===== src/fepc_pkg.sv =====
// Package for the flash erase/program chunker: field widths, command,
// status and opcode codes, and the item, result and state structs.
// No dependencies; every other file imports it.
package fepc_pkg;

  localparam int unsigned ADDR_W  = 24;
  localparam int unsigned LEN_W   = 25;
  localparam int unsigned CLEN_W  = 17;
  localparam int unsigned OP_W    = 8;
  localparam int unsigned STAT_W  = 3;

  localparam int unsigned PAGE_BYTES = 256;
  localparam int unsigned PAGE_OFF_W = $clog2(PAGE_BYTES);

  localparam int unsigned BLOCK_64K = 32'h1_0000;
  localparam int unsigned BLOCK_32K = 32'h0_8000;
  localparam int unsigned BLOCK_4K  = 32'h0_1000;

  // Commands
  localparam logic [1:0] CMD_ERASE      = 2'd0;
  localparam logic [1:0] CMD_PROGRAM    = 2'd1;
  localparam logic [1:0] CMD_CHUNK_DONE = 2'd2;

  // Flash opcodes
  localparam logic [OP_W-1:0] OP_NONE         = 8'h00;
  localparam logic [OP_W-1:0] OP_ERASE_64K    = 8'hD8;
  localparam logic [OP_W-1:0] OP_ERASE_32K    = 8'h52;
  localparam logic [OP_W-1:0] OP_ERASE_4K     = 8'h20;
  localparam logic [OP_W-1:0] OP_PAGE_PROGRAM = 8'h02;

  // Result status
  localparam logic [STAT_W-1:0] ST_ISSUED  = 3'd0;
  localparam logic [STAT_W-1:0] ST_DONE    = 3'd1;
  localparam logic [STAT_W-1:0] ST_ALIGN   = 3'd2;
  localparam logic [STAT_W-1:0] ST_FAILED  = 3'd3;
  localparam logic [STAT_W-1:0] ST_IGNORED = 3'd4;

  typedef struct packed {
    logic [1:0]        cmd;
    logic              flash_select;
    logic [ADDR_W-1:0] start_address;
    logic [LEN_W-1:0]  length;
    logic              chunk_failed;
  } req_t;

  typedef struct packed {
    logic [OP_W-1:0]   opcode;
    logic [ADDR_W-1:0] chunk_address;
    logic [CLEN_W-1:0] chunk_length;
    logic              select_out;
    logic [STAT_W-1:0] status;
  } rsp_t;

  typedef struct packed {
    logic              busy;
    logic              is_program;
    logic              select_reg;
    logic [ADDR_W-1:0] next_address;
    logic [LEN_W-1:0]  remaining;
  } state_t;

endpackage


===== src/fepc_if.sv =====
// Valid/ready channel interfaces for the chunker: request and result.
// Depends on fepc_pkg for field widths.
interface fepc_req_if;
  import fepc_pkg::*;

  logic              valid;
  logic              ready;
  logic [1:0]        cmd;
  logic              flash_select;
  logic [ADDR_W-1:0] start_address;
  logic [LEN_W-1:0]  length;
  logic              chunk_failed;

  modport source (
    output valid, cmd, flash_select, start_address, length, chunk_failed,
    input  ready
  );
  modport sink (
    input  valid, cmd, flash_select, start_address, length, chunk_failed,
    output ready
  );
endinterface

interface fepc_rsp_if;
  import fepc_pkg::*;

  logic              valid;
  logic              ready;
  logic [OP_W-1:0]   opcode;
  logic [ADDR_W-1:0] chunk_address;
  logic [CLEN_W-1:0] chunk_length;
  logic              select_out;
  logic [STAT_W-1:0] status;

  modport source (
    output valid, opcode, chunk_address, chunk_length, select_out, status,
    input  ready
  );
  modport sink (
    input  valid, opcode, chunk_address, chunk_length, select_out, status,
    output ready
  );
endinterface


===== src/flash_erase_program_chunker_core.sv =====
// Flash erase/program chunker, top level: input register, chunk decision,
// result register. Depends on fepc_pkg, fepc_if and fepc_chunk.
// An accepted request is held in the input register, then its result in the result register.
// Throughput: one request per cycle while the result side is not stalled; the request state is updated in the
//   same cycle the item is decided, so the next item sees it directly.
// Reset: rst_ni asynchronous, active low; clears valid flags and request state.
module flash_erase_program_chunker_core import fepc_pkg::*; (
  input  logic      clk_i,
  input  logic      rst_ni,
  fepc_req_if.sink  req_i,
  fepc_rsp_if.source rsp_o
);

  logic   s1_valid_q;
  req_t   s1_item_q;
  req_t   in_item;
  logic   out_valid_q;
  rsp_t   out_q;
  state_t state_q;
  state_t state_d;
  rsp_t   rsp_d;
  logic   advance;

  assign in_item = '{
    cmd:           req_i.cmd,
    flash_select:  req_i.flash_select,
    start_address: req_i.start_address,
    length:        req_i.length,
    chunk_failed:  req_i.chunk_failed
  };

  // Move the held item into the result register when that register frees up
  assign advance     = s1_valid_q && (!out_valid_q || rsp_o.ready);
  assign req_i.ready = !s1_valid_q || advance;

  fepc_chunk u_chunk (
    .item_i  (s1_item_q),
    .state_i (state_q),
    .rsp_o   (rsp_d),
    .state_o (state_d)
  );

  always_ff @(posedge clk_i or negedge rst_ni) begin
    if (!rst_ni) begin
      s1_valid_q  <= 1'b0;
      out_valid_q <= 1'b0;
      state_q     <= '0;
    end else begin
      if (req_i.ready) begin
        s1_valid_q <= req_i.valid;
      end
      if (advance) begin
        out_valid_q <= 1'b1;
        state_q     <= state_d;
      end else if (rsp_o.ready) begin
        out_valid_q <= 1'b0;
      end
    end
  end

  always_ff @(posedge clk_i) begin
    if (req_i.ready && req_i.valid) begin
      s1_item_q <= in_item;
    end
    if (advance) begin
      out_q <= rsp_d;
    end
  end

  assign rsp_o.valid         = out_valid_q;
  assign rsp_o.opcode        = out_q.opcode;
  assign rsp_o.chunk_address = out_q.chunk_address;
  assign rsp_o.chunk_length  = out_q.chunk_length;
  assign rsp_o.select_out    = out_q.select_out;
  assign rsp_o.status        = out_q.status;

  a_issue_has_chunk: assert property (@(posedge clk_i) disable iff (!rst_ni)
    out_valid_q && out_q.status == ST_ISSUED |->
      out_q.opcode != OP_NONE && out_q.chunk_length != '0)
    else $error("issued chunk without opcode or length");

  a_page_bound: assert property (@(posedge clk_i) disable iff (!rst_ni)
    out_valid_q && out_q.opcode == OP_PAGE_PROGRAM |->
      (18'(out_q.chunk_length) + 18'(out_q.chunk_address[PAGE_OFF_W-1:0]))
        <= 18'(PAGE_BYTES))
    else $error("page program chunk crosses a page");

  a_erase_aligned: assert property (@(posedge clk_i) disable iff (!rst_ni)
    out_valid_q && out_q.opcode == OP_ERASE_4K |->
      (out_q.chunk_address & ADDR_W'(BLOCK_4K - 1)) == '0)
    else $error("erase chunk not aligned");

  a_busy_after_issue: assert property (@(posedge clk_i) disable iff (!rst_ni)
    advance && rsp_d.status == ST_ISSUED |=> state_q.busy)
    else $error("request not busy after issuing a chunk");

endmodule


===== src/fepc_chunk.sv =====
// Next-chunk decision: from one request item and the current request state,
// form the result and the updated state. Purely combinational.
// Depends on fepc_pkg.
module fepc_chunk import fepc_pkg::*; (
  input  req_t   item_i,
  input  state_t state_i,
  output rsp_t   rsp_o,
  output state_t state_o
);

  logic                is_start;
  logic                take_start;
  logic                is_done;
  state_t              cur;
  logic [PAGE_OFF_W:0] room;
  logic [CLEN_W-1:0]   n;
  logic [OP_W-1:0]     op;
  logic                fits;

  always_comb begin
    is_start   = (item_i.cmd == CMD_ERASE) || (item_i.cmd == CMD_PROGRAM);
    is_done    = (item_i.cmd == CMD_CHUNK_DONE);
    take_start = is_start && !state_i.busy;

    // Working state: a fresh request replaces the latched one
    cur = state_i;
    if (take_start) begin
      cur.is_program   = (item_i.cmd == CMD_PROGRAM);
      cur.select_reg   = item_i.flash_select;
      cur.next_address = item_i.start_address;
      cur.remaining    = item_i.length;
    end

    room = (PAGE_OFF_W+1)'(PAGE_BYTES) - {1'b0, cur.next_address[PAGE_OFF_W-1:0]};

    fits = 1'b1;
    n    = '0;
    op   = OP_NONE;
    priority if (cur.is_program) begin
      op = OP_PAGE_PROGRAM;
      if (cur.remaining < LEN_W'(room)) begin
        n = CLEN_W'(cur.remaining);
      end else begin
        n = CLEN_W'(room);
      end
    end else if (cur.remaining >= LEN_W'(BLOCK_64K) &&
                 (cur.next_address & ADDR_W'(BLOCK_64K - 1)) == '0) begin
      op = OP_ERASE_64K;
      n  = CLEN_W'(BLOCK_64K);
    end else if (cur.remaining >= LEN_W'(BLOCK_32K) &&
                 (cur.next_address & ADDR_W'(BLOCK_32K - 1)) == '0) begin
      op = OP_ERASE_32K;
      n  = CLEN_W'(BLOCK_32K);
    end else if (cur.remaining >= LEN_W'(BLOCK_4K) &&
                 (cur.next_address & ADDR_W'(BLOCK_4K - 1)) == '0) begin
      op = OP_ERASE_4K;
      n  = CLEN_W'(BLOCK_4K);
    end else begin
      fits = 1'b0;
    end

    state_o       = state_i;
    rsp_o         = '0;
    rsp_o.status  = ST_IGNORED;
    priority if (is_start && state_i.busy) begin
      // Drop the start; the running request goes on
      rsp_o.status = ST_IGNORED;
    end else if (is_done && state_i.busy && item_i.chunk_failed) begin
      state_o.busy        = 1'b0;
      rsp_o.chunk_address = state_i.next_address;
      rsp_o.select_out    = state_i.select_reg;
      rsp_o.status        = ST_FAILED;
    end else if (take_start || (is_done && state_i.busy)) begin
      state_o             = cur;
      rsp_o.chunk_address = cur.next_address;
      rsp_o.select_out    = cur.select_reg;
      priority if (cur.remaining == '0) begin
        state_o.busy = 1'b0;
        rsp_o.status = ST_DONE;
      end else if (!fits) begin
        state_o.busy = 1'b0;
        rsp_o.status = ST_ALIGN;
      end else begin
        state_o.busy         = 1'b1;
        state_o.next_address = cur.next_address + ADDR_W'(n);
        state_o.remaining    = cur.remaining - LEN_W'(n);
        rsp_o.opcode         = op;
        rsp_o.chunk_length   = n;
        rsp_o.status         = ST_ISSUED;
      end
    end else begin
      rsp_o.status = ST_IGNORED;
    end
  end

endmodule


===== src/flat_wrapper.sv =====
// flat-port wrapper written by rule: the top's interface ports become plain ports
module flash_erase_program_chunker_core_flat import fepc_pkg::*;
  (clk_i, rst_ni, req_i_valid, req_i_cmd, req_i_flash_select, req_i_start_address, req_i_length, req_i_chunk_failed, req_i_ready, rsp_o_valid, rsp_o_opcode, rsp_o_chunk_address, rsp_o_chunk_length, rsp_o_select_out, rsp_o_status, rsp_o_ready);
  fepc_req_if req_i_i ();
  fepc_rsp_if rsp_o_i ();
  input  logic clk_i;
  input  logic rst_ni;
  input wire logic [$bits(req_i_i.valid)-1:0] req_i_valid;
  input wire logic [$bits(req_i_i.cmd)-1:0] req_i_cmd;
  input wire logic [$bits(req_i_i.flash_select)-1:0] req_i_flash_select;
  input wire logic [$bits(req_i_i.start_address)-1:0] req_i_start_address;
  input wire logic [$bits(req_i_i.length)-1:0] req_i_length;
  input wire logic [$bits(req_i_i.chunk_failed)-1:0] req_i_chunk_failed;
  output wire logic [$bits(req_i_i.ready)-1:0] req_i_ready;
  output wire logic [$bits(rsp_o_i.valid)-1:0] rsp_o_valid;
  output wire logic [$bits(rsp_o_i.opcode)-1:0] rsp_o_opcode;
  output wire logic [$bits(rsp_o_i.chunk_address)-1:0] rsp_o_chunk_address;
  output wire logic [$bits(rsp_o_i.chunk_length)-1:0] rsp_o_chunk_length;
  output wire logic [$bits(rsp_o_i.select_out)-1:0] rsp_o_select_out;
  output wire logic [$bits(rsp_o_i.status)-1:0] rsp_o_status;
  input wire logic [$bits(rsp_o_i.ready)-1:0] rsp_o_ready;
  assign req_i_i.valid = req_i_valid;
  assign req_i_i.cmd = req_i_cmd;
  assign req_i_i.flash_select = req_i_flash_select;
  assign req_i_i.start_address = req_i_start_address;
  assign req_i_i.length = req_i_length;
  assign req_i_i.chunk_failed = req_i_chunk_failed;
  assign req_i_ready = req_i_i.ready;
  assign rsp_o_valid = rsp_o_i.valid;
  assign rsp_o_opcode = rsp_o_i.opcode;
  assign rsp_o_chunk_address = rsp_o_i.chunk_address;
  assign rsp_o_chunk_length = rsp_o_i.chunk_length;
  assign rsp_o_select_out = rsp_o_i.select_out;
  assign rsp_o_status = rsp_o_i.status;
  assign rsp_o_i.ready = rsp_o_ready;
  flash_erase_program_chunker_core u_core (.clk_i(clk_i), .rst_ni(rst_ni), .req_i(req_i_i), .rsp_o(rsp_o_i));
endmodule

===== config.mk =====
export PLATFORM = sky130hd
export DESIGN_NAME = flash_erase_program_chunker_core_flat
export DESIGN_NICKNAME = d
export VERILOG_FILES = /design/src/fepc_pkg.sv /design/src/fepc_if.sv /design/src/flash_erase_program_chunker_core.sv /design/src/fepc_chunk.sv /design/src/flat_wrapper.sv
export SDC_FILE = /design/constraint.sdc
export NUM_CORES = 1
export LEC_CHECK = 0
export ABC_AREA = 1
export ABC_CLOCK_PERIOD_IN_PS = 12700
export BUFFER_PORTS_ARGS = -buffer_cell sky130_fd_sc_hd__buf_2
export CAP_MARGIN = 25
export CORE_MARGIN = 3
export CORE_UTILIZATION = 51
export DETAILED_ROUTE_END_ITERATION = 7
export MAX_ROUTING_LAYER = met4
export PLACE_DENSITY = 0.71
export SLEW_MARGIN = 5
export SYNTH_ARGS = -nofsm -noshare
export SYNTH_HDL_FRONTEND = slang
export SYNTH_HIERARCHICAL = 1
export SYNTH_SLANG_ARGS = --single-unit

===== constraint.sdc =====
create_clock -name clk_i -period 12.7 [get_ports clk_i]
set_input_delay 2.54 -clock clk_i [delete_from_list [all_inputs] [get_ports clk_i]]
set_output_delay 2.54 -clock clk_i [all_outputs]
set_load 0.03 [all_outputs]

==> results of run 1 <==
==> cells in the final DEF (no fill, tap or decap), types with 4 or more instances in the layout <==
cell,Yosys,layout
a21oi_1,74,74
a22oi_1,4,4
buf_2,21,111
buf_4,12,6
clkbuf_16,0,17
conb_1,2,17
dfrtp_1,54,54
edfxtp_1,106,106
ha_1,42,42
inv_1,121,119
inv_2,7,9
inv_6,0,6
mux2i_1,5,5
nand2_1,321,321
nand2_2,20,20
nand2_4,14,14
nand3_1,95,95
nand3_2,4,4
nand4_1,12,12
nor2_1,116,115
nor2_2,5,6
nor2_4,7,7
nor3_1,11,11
nor4_1,8,8
o211ai_1,4,4
o21ai_0,83,83
o21ai_1,16,16
o21ai_2,6,6
o221ai_1,4,4
o22ai_1,5,5
or2_1,7,7
or2_2,12,12
xnor2_1,9,9
xor2_1,17,17
==> power breakdown <==
group	internal (uW)	total, uW	switching [uW]
registers	698	763	65.0
clock network	277	510	233
logic	563	1800	1240
total	1540	3070	1540
==> registers in the layout, indices dropped and copies added, names as in the netlist, 3 cells and up <==
name                        flops
u_core/state_q                 52
u_core/rsp_o.opcode             8
u_core/rsp_o.status             3
u_core/rsp_o.chunk_length      17
u_core/s1_item_q               53
u_core/rsp_o.chunk_address     24
==> worst reg2reg max path, delay by kind of cell (launching register included) <==
family	cells	cell delay (ns)
XOR/XNOR	1	0.27
flip-flops	1	0.45
adder cells (fa/ha/maj)	2	0.69
AO/OA/AOI/OAI	7	1.70
buffers and inverters	3	0.85
AND/OR/NAND/NOR	22	2.67
==> cells in the mapped netlist (all sizes together) <==
library cell	instances
a2111oi	1
a211oi	1
a21boi	1
a21o	1
a21oi	75
a22o	1
a22oi	4
a31oi	2
and3	1
buf	45
clkbuf	10
clkinv	1
conb	2
dfrtp	54
edfxtp	106
fa	2
ha	42
inv	130
mux2i	5
nand2	357
nand3	99
nand3b	2
nand4	15
nor2	128
nor3	14
nor4	8
o2111ai	1
o211ai	4
o21a	1
o21ai	105
o221ai	4
o22ai	5
o31ai	1
or2	21
xnor2	9
xor2	17
==> layer usage <==
| layer | routed length, um | vias to the layer above | global-route usage (%) |
|---|---|---|---|
| met5 | 0 | - | - |
| met4 | 454 | 0 | 7.021 |
| met3 | 2050 | 29 | 4.388 |
| met2 | 12150 | 377 | 38.33 |
| met1 | 13540 | 4244 | 39.72 |
| li1 | - | 4420 | - |
==> path summary, 6_finish.rpt <==
kind                                           startpoint                              to  cells after the start
max reg2reg                u_core/state_q[51]$_DFFE_PN0P_  u_core/state_q[24]$_DFFE_PN0P_                     35
max in group asynchronous                          rst_ni  u_core/state_q[13]$_DFFE_PN0P_                      2
min                        u_core/state_q[21]$_DFFE_PN0P_  u_core/state_q[21]$_DFFE_PN0P_                      2
min reg2reg                u_core/state_q[21]$_DFFE_PN0P_  u_core/state_q[21]$_DFFE_PN0P_                      2
min in group asynchronous                          rst_ni  u_core/state_q[36]$_DFFE_PN0P_                      2
max                        u_core/state_q[51]$_DFFE_PN0P_  u_core/state_q[24]$_DFFE_PN0P_                     35
==> kinds of logic after synthesis <==
| logic type | after synthesis | synth area share (%) |
|---|---|---|
| AO/OA/AOI/OAI | 207 | 10.89 |
| multiplexers | 5 | 0.4825 |
| adder cells (fa/ha/maj) | 44 | 5.452 |
| buffers and inverters | 186 | 8.372 |
| other | 2 | 0.07240 |
| AND/OR/NAND/NOR | 645 | 28.82 |
| XOR/XNOR | 26 | 2.195 |
| flip-flops | 160 | 43.72 |
==> cell type report <==
| type | count | area, sq um | area share [%] |
|---|---|---|---|
| flip-flops and latches | 160 | 4534 | 39.06 |
| clock buffers | 18 | 429.2 | 3.697 |
| multi-input cells | 944 | 5029 | 43.31 |
| clock inverters | 14 | 148.9 | 1.282 |
| repair buffers | 119 | 640.6 | 5.518 |
| inverters | 131 | 496.7 | 4.278 |
| well taps | 265 | 331.6 | 2.856 |
==> through the flow <==
step | hold WS (ns) | total power (uW) | worst slack, ns | util (%) | std cells
6_report | 0.4722 | 3075 | 5.991 | 58.88 | 1651
3_3_place_gp | 0.4538 | 2519 | 6.239 | 55.75 | 1617
3_5_place_dp | 0.4589 | 2526 | 6.147 | 55.95 | 1619
5_1_grt | 0.4925 | 3327 | 5.400 | 58.88 | 1651
4_1_cts | 0.4753 | 3053 | 6.110 | 58.88 | 1651
2_1_floorplan | 0.4419 | 2111 | 7.288 | - | 1290
==> flow_metrics.py, run 1 <==
metrics = {
    "clock_network": {
        "insertion_delay_ns": 0.43,
        "post-cts-setup-buffers": 0,
        "cts-buffers-inserted": 17,
        "root_buffer": "clkbuf_16",
        "cts_tree": "yes",
        "cts.reportedPaths.clkPinSlew_ns": 0.07,
        "cts_hold_buf": 0,
        "clock_path_buffers": 2,
        "cts_resized": 0,
        "clock-sinks": 160,
        "h-tree-depth": 4,
    },
    "placement": {
        "port_buffers": 111,
        "placed_cell_area_sq_um": 11030,
        "place_congestion": 0.9870,
        "hpwl_um": 19810,
    },
    "worst_setup_path": {
        "crit_required_ns": 13.07,
        "cpPeakStageDelay_ns": 0.62,
        "r2r_slack_ns": 5.99,
        "worst-setup-path-type": "flop to flop",
        "crit_fanout": 39,
        "startpoint_type": "flop",
        "worst-path-buf-inv": 3,
        "cpMaxStageDelayCell": "nor2_4",
        "end_kind": "flop",
        "crit_family": "simple AND/OR/NAND/NOR gates",
        "arrival_ns": 7.08,
        "cp_common_cell": "nand2_1",
    },
    "grt": {
        "grt_start_max_net_pins": 61,
        "track_usage_pct": 26.77,
        "grt_pass1_vias": 8285,
        "antenna_found_initial": 0,
        "grt_pass1_wl_um": 45030,
        "grt_overflow": 0,
    },
    "timing": {
        "fin_crit_ns": 6.709,
        "hold_viol": 0,
        "setup_tns_ns": 0,
        "rsz0062_at_grt": "no",
        "tightest_slew_ns": 0.9954,
        "fin_skew_ns": 0.01157,
        "max_slew_margin_pct": 32.94,
        "slew_violations": 0,
        "max_freq_mhz": 149.0,
        "fin_crit_sh_pct": 52.83,
        "finalSetupViolations": 0,
    },
    "routing": {
        "ant_nets": 0,
        "wire_per_inst_um": 17.08,
        "drc_errors": 0,
        "routed_wl_um": 28190,
        "drt_iter0_markers": 875,
        "viasPerCell": 5.494,
        "firstDrtPassIters": 5,
        "vias": 9070,
    },
    "layout": {
        "num-fill-cells": 1767,
        "fin_area_sq_um": 11610,
        "diodes": 0,
        "area_growth_pct": 11.93,
        "nNetsFinal": 1474,
        "layout-drive-gt1-share_pct": 17.24,
    },
    "yosys": {
        "yosysWarnings": 6,
        "synth_area_leaders": "edfxtp_1, dfrtp_1, nand2_1, ha_1, nand3_1",
        "syn_area_per_cell_sq_um": 8.135,
        "synth_top_area_share_pct": 30.69,
        "synthCells": 1275,
        "ys_seq_area_share_pct": 43.72,
        "synth.distinct_cells": 54,
        "synth.cell_area_sq_um": 10370,
        "ys_seq_elements": 160,
        "yosysTopAreaCell": "edfxtp_1",
    },
    "die": {
        "die_area_sq_um": 22080,
        "core-area_sq_um": 19720,
        "start_util_pct": 52.60,
        "dieWidth_um": 148.6,
        "die_y_um": 148.6,
        "io_pins": 112,
        "row_count": 51,
    },
    "run": {
        "max-cap-violations": 0,
    },
    "hold_path": {
        "worstHoldPathType": "flop to flop",
    },
    "pwr": {
        "powerDensity_nw_per_um2": 264.8,
        "ir_drop_mv": 0.1202,
        "leakage_uw": 0.005522,
    },
    "outcome": {
        "status": "finished, final reports clean",
    },
}
Power figures use the tool's default switching activity.
==> run 2, diff against run 1 <==
--- a/config.mk
+++ b/config.mk
@@ -5,8 +5,8 @@
 export SDC_FILE = /design/constraint.sdc
 export NUM_CORES = 1
 export LEC_CHECK = 0
-export ABC_AREA = 1
-export ABC_CLOCK_PERIOD_IN_PS = 12700
+export ABC_AREA = 0
+export ABC_CLOCK_PERIOD_IN_PS = 6400
 export BUFFER_PORTS_ARGS = -buffer_cell sky130_fd_sc_hd__buf_2
 export CAP_MARGIN = 25
 export CORE_MARGIN = 3
==> constraint.sdc (replaced) <==
create_clock -name clk_i -period 6.4 [get_ports clk_i]
set_input_delay 1.28 -clock clk_i [delete_from_list [all_inputs] [get_ports clk_i]]
set_output_delay 1.28 -clock clk_i [all_outputs]
set_load 0.03 [all_outputs]
==> flow_metrics.py, run 2 <==
metrics = {
    "placement": {
        "place_congestion": 0.9883,
        "port_buffers": 111,
        "placed_cell_area_sq_um": 11190,
        "hpwl_um": 17530,
        "pre_cts_ws_ns": 0.2673,
        "dp.cells": 1374,
    },
    "routing": {
        "routed_wl_um": 25180,
        "viasPerCell": 5.812,
        "drt_iter0_markers": 628,
        "firstDrtPassIters": 6,
        "wire_per_inst_um": 17.79,
        "ant_nets": 0,
        "drc_errors": 0,
        "vias": 8224,
    },
    "worst_setup_path": {
        "r2r-end": "u_core/state_q[20]$_DFFE_PN0P_",
        "startpoint_type": "flop",
        "worst-setup-path-type": "flop to flop",
        "ff2ff_path_depth": 25,
        "arrival_ns": 6.40,
        "r2r_start": "u_core/state_q[51]$_DFFE_PN0P_",
        "crit_fanout": 13,
        "crit_required_ns": 6.71,
        "r2r_slack_ns": 0.31,
        "end_kind": "flop",
    },
    "grt": {
        "track_usage_pct": 24.03,
        "grt_pass1_vias": 7850,
        "grt_overflow": 0,
        "antenna_found_initial": 0,
        "grt_pass1_wl_um": 40480,
        "grt_start_max_net_pins": 56,
    },
    "clock_network": {
        "root_buffer": "clkbuf_16",
        "h-tree-depth": 4,
        "cts_hold_buf": 0,
        "cts.reportedPaths.clkPinSlew_ns": 0.06,
        "clock-sinks": 160,
        "cts-buffers-inserted": 17,
        "insertion_delay_ns": 0.43,
        "clock_path_buffers": 2,
        "cts_tree": "yes",
    },
    "layout": {
        "diodes": 0,
        "top_register": "u_core/s1_item_q",
        "nNetsFinal": 1238,
        "num-fill-cells": 1633,
        "multi_input_area_sq_um": 5451,
        "layout_common_cells": "nand2_1, buf_2, edfxtp_1",
        "largest_reg_flops": 53,
        "area_growth_pct": 16.55,
        "fin_area_sq_um": 11920,
        "final_common_cell": "nand2_1",
        "final_util_pct": 60.87,
        "seq_area_sq_um": 4534,
        "layout-drive-gt1-share_pct": 24.61,
        "stdcell_count": 1415,
    },
    "timing": {
        "max_freq_mhz": 164.1,
        "fin_crit_sh_pct": 95.20,
        "setup_ws_ns": 0.3074,
        "max_slew_margin_pct": 33.51,
        "fin_crit_ns": 6.093,
        "fin_skew_ns": 0.01063,
        "slew_violations": 0,
        "tightest_slew_ns": 0.9973,
        "finalSetupViolations": 0,
        "hold_viol": 0,
    },
    "hold_path": {
        "whs_path_depth": 1,
        "min_to": "u_core/state_q[50]$_DFFE_PN0P_",
        "worstHoldPathType": "flop to flop",
        "worstHoldStart": "u_core/state_q[50]$_DFFE_PN0P_",
    },
    "die": {
        "row_count": 51,
        "dieWidth_um": 147.6,
        "start_util_pct": 52.23,
        "die_y_um": 147.6,
        "die_area_sq_um": 21800,
        "io_pins": 112,
        "core-area_sq_um": 19590,
    },
    "yosys": {
        "yosysMostFrequentCell": "nand2_1",
        "synth_top_area_share_pct": 31.11,
        "yosysWarnings": 6,
        "ys_seq_area_share_pct": 44.32,
        "synth.cell_area_sq_um": 10230,
        "synthCells": 1008,
        "netlist_top_cells_count": "nand2_1, edfxtp_1, nor2_1, a21oi_1, dfrtp_1",
        "ys_seq_elements": 160,
        "async_flop_share_pct": 33.75,
        "synth-edff-count": 106,
        "yosysTopAreaCell": "edfxtp_1",
        "synth_area_leaders": "edfxtp_1, dfrtp_1, mux2_4, ha_1, nand2_1",
        "syn_area_per_cell_sq_um": 10.15,
        "synth.distinct_cells": 81,
        "synthFlopType": "edfxtp_1",
    },
    "outcome": {
        "status": "finished, final reports clean",
    },
    "run": {
        "max-cap-violations": 0,
    },
    "pwr": {
        "powerDensity_nw_per_um2": 489.7,
        "leakage_uw": 0.005183,
        "ir_drop_mv": 0.2601,
    },
}
## run 2: cell types whose count changed in the layout (fill, tap and decap cells not counted), moves of 32 or more
cell / before / now
nand2_1: 321 / 139
nand3_1: 95 / 19
inv_1: 119 / 46
mux2_4: 0 / 49
o21ai_0: 83 / 46
nor2_1: 115 / 83
## run 2: cells by family (layout without fill, tap and decap cells)
logic type | Yosys count | after routing | synth area share [%]
simple gates | 345 | 346 | 16.08
compound gates | 244 | 244 | 16.29
flops | 160 | 160 | 44.32
buf+inv | 102 | 228 | 4.659
mux | 82 | 82 | 10.53
fa+ha+maj | 46 | 46 | 5.736
xor+xnor | 27 | 27 | 2.311
other cells | 2 | 17 | 0.07340
## run 2: worst max path at each step
stage	startpoint	end	slack (ns)	cells past startpoint
final	u_core/state_q[51]$_DFFE_PN0P_	u_core/state_q[20]$_DFFE_PN0P_	0.31	25
after global placement	u_core/s1_item_q[52]$_DFFE_PP_	u_core/state_q[23]$_DFFE_PN0P_	0.36	26
after floorplan	u_core/s1_item_q[52]$_DFFE_PP_	u_core/state_q[44]$_DFFE_PN0P_	-0.03	29
after CTS	u_core/state_q[51]$_DFFE_PN0P_	u_core/state_q[20]$_DFFE_PN0P_	0.23	25
after detailed placement	u_core/state_q[51]$_DFFE_PN0P_	u_core/state_q[23]$_DFFE_PN0P_	0.27	26
after global routing	u_core/s1_item_q[52]$_DFFE_PP_	u_core/state_q[47]$_DFFE_PN0P_	-0.08	26
## run 2: layer usage
metal | share of wire, % | global-route usage [%]
met5 | 0 | -
met1 | 44 | 31.18
met2 | 48 | 38.68
met4 | 2.7 | 8.062
met3 | 5.7 | 4.016
## run 2: per-stage QoR
stage	power [uW]	setup TNS (ns)	hold slack, ns
finish	5839	0	0.5231
global route	6291	-0.3212	0.5401
CTS	5745	0	0.5215
detailed placement	4730	0	0.4959
global placement	4672	0	0.4965
floorplan	4021	-0.02997	0.4811
## run 2: report_power, final
part / internal [uW] / total (uW) / switching, uW
clock network: 557 / 985 / 428
logic: 1410 / 3270 / 1850
registers: 1360 / 1590 / 228
total: 3330 / 5840 / 2510
## run 2: final cells by class
| cell class | count | area share (%) |
|---|---|---|
| Multi-Input combinational cell | 762 | 45.72 |
| Clock buffer | 20 | 3.830 |
| Inverter | 47 | 1.480 |
| Sequential cell | 160 | 38.03 |
| Clock inverter | 12 | 0.9024 |
| Tap cell | 265 | 2.781 |
| Timing Repair Buffer | 149 | 7.261 |
## run 2: repair_timing
item | CTS | global route
resized for setup | 0 | 12
setup buffers | 0 | 7
endpoints found under the setup margin | 0 | 14
## run 2: worst max-delay path: stages, from the launching register on
cell      delay [ns]
dfrtp_1         0.38
buf_4           0.19
or4_4           0.56
o31a_1          0.14
nor3_1          0.20
nand3_1         0.14
xnor2_2         0.23
ha_1            0.27
a21o_1          0.19
a22oi_2         0.20
nand4_4         0.20
a211oi_4        0.29
ha_2            0.23
inv_1           0.05
fa_2            0.36
a21o_1          0.20
a21oi_2         0.15
o21ai_0         0.10
nor4b_1         0.20
o31ai_1         0.35
o311a_1         0.29
nor2_1          0.07
or3b_2          0.49
mux2i_1         0.13
o21a_1          0.11
mux2_4          0.26
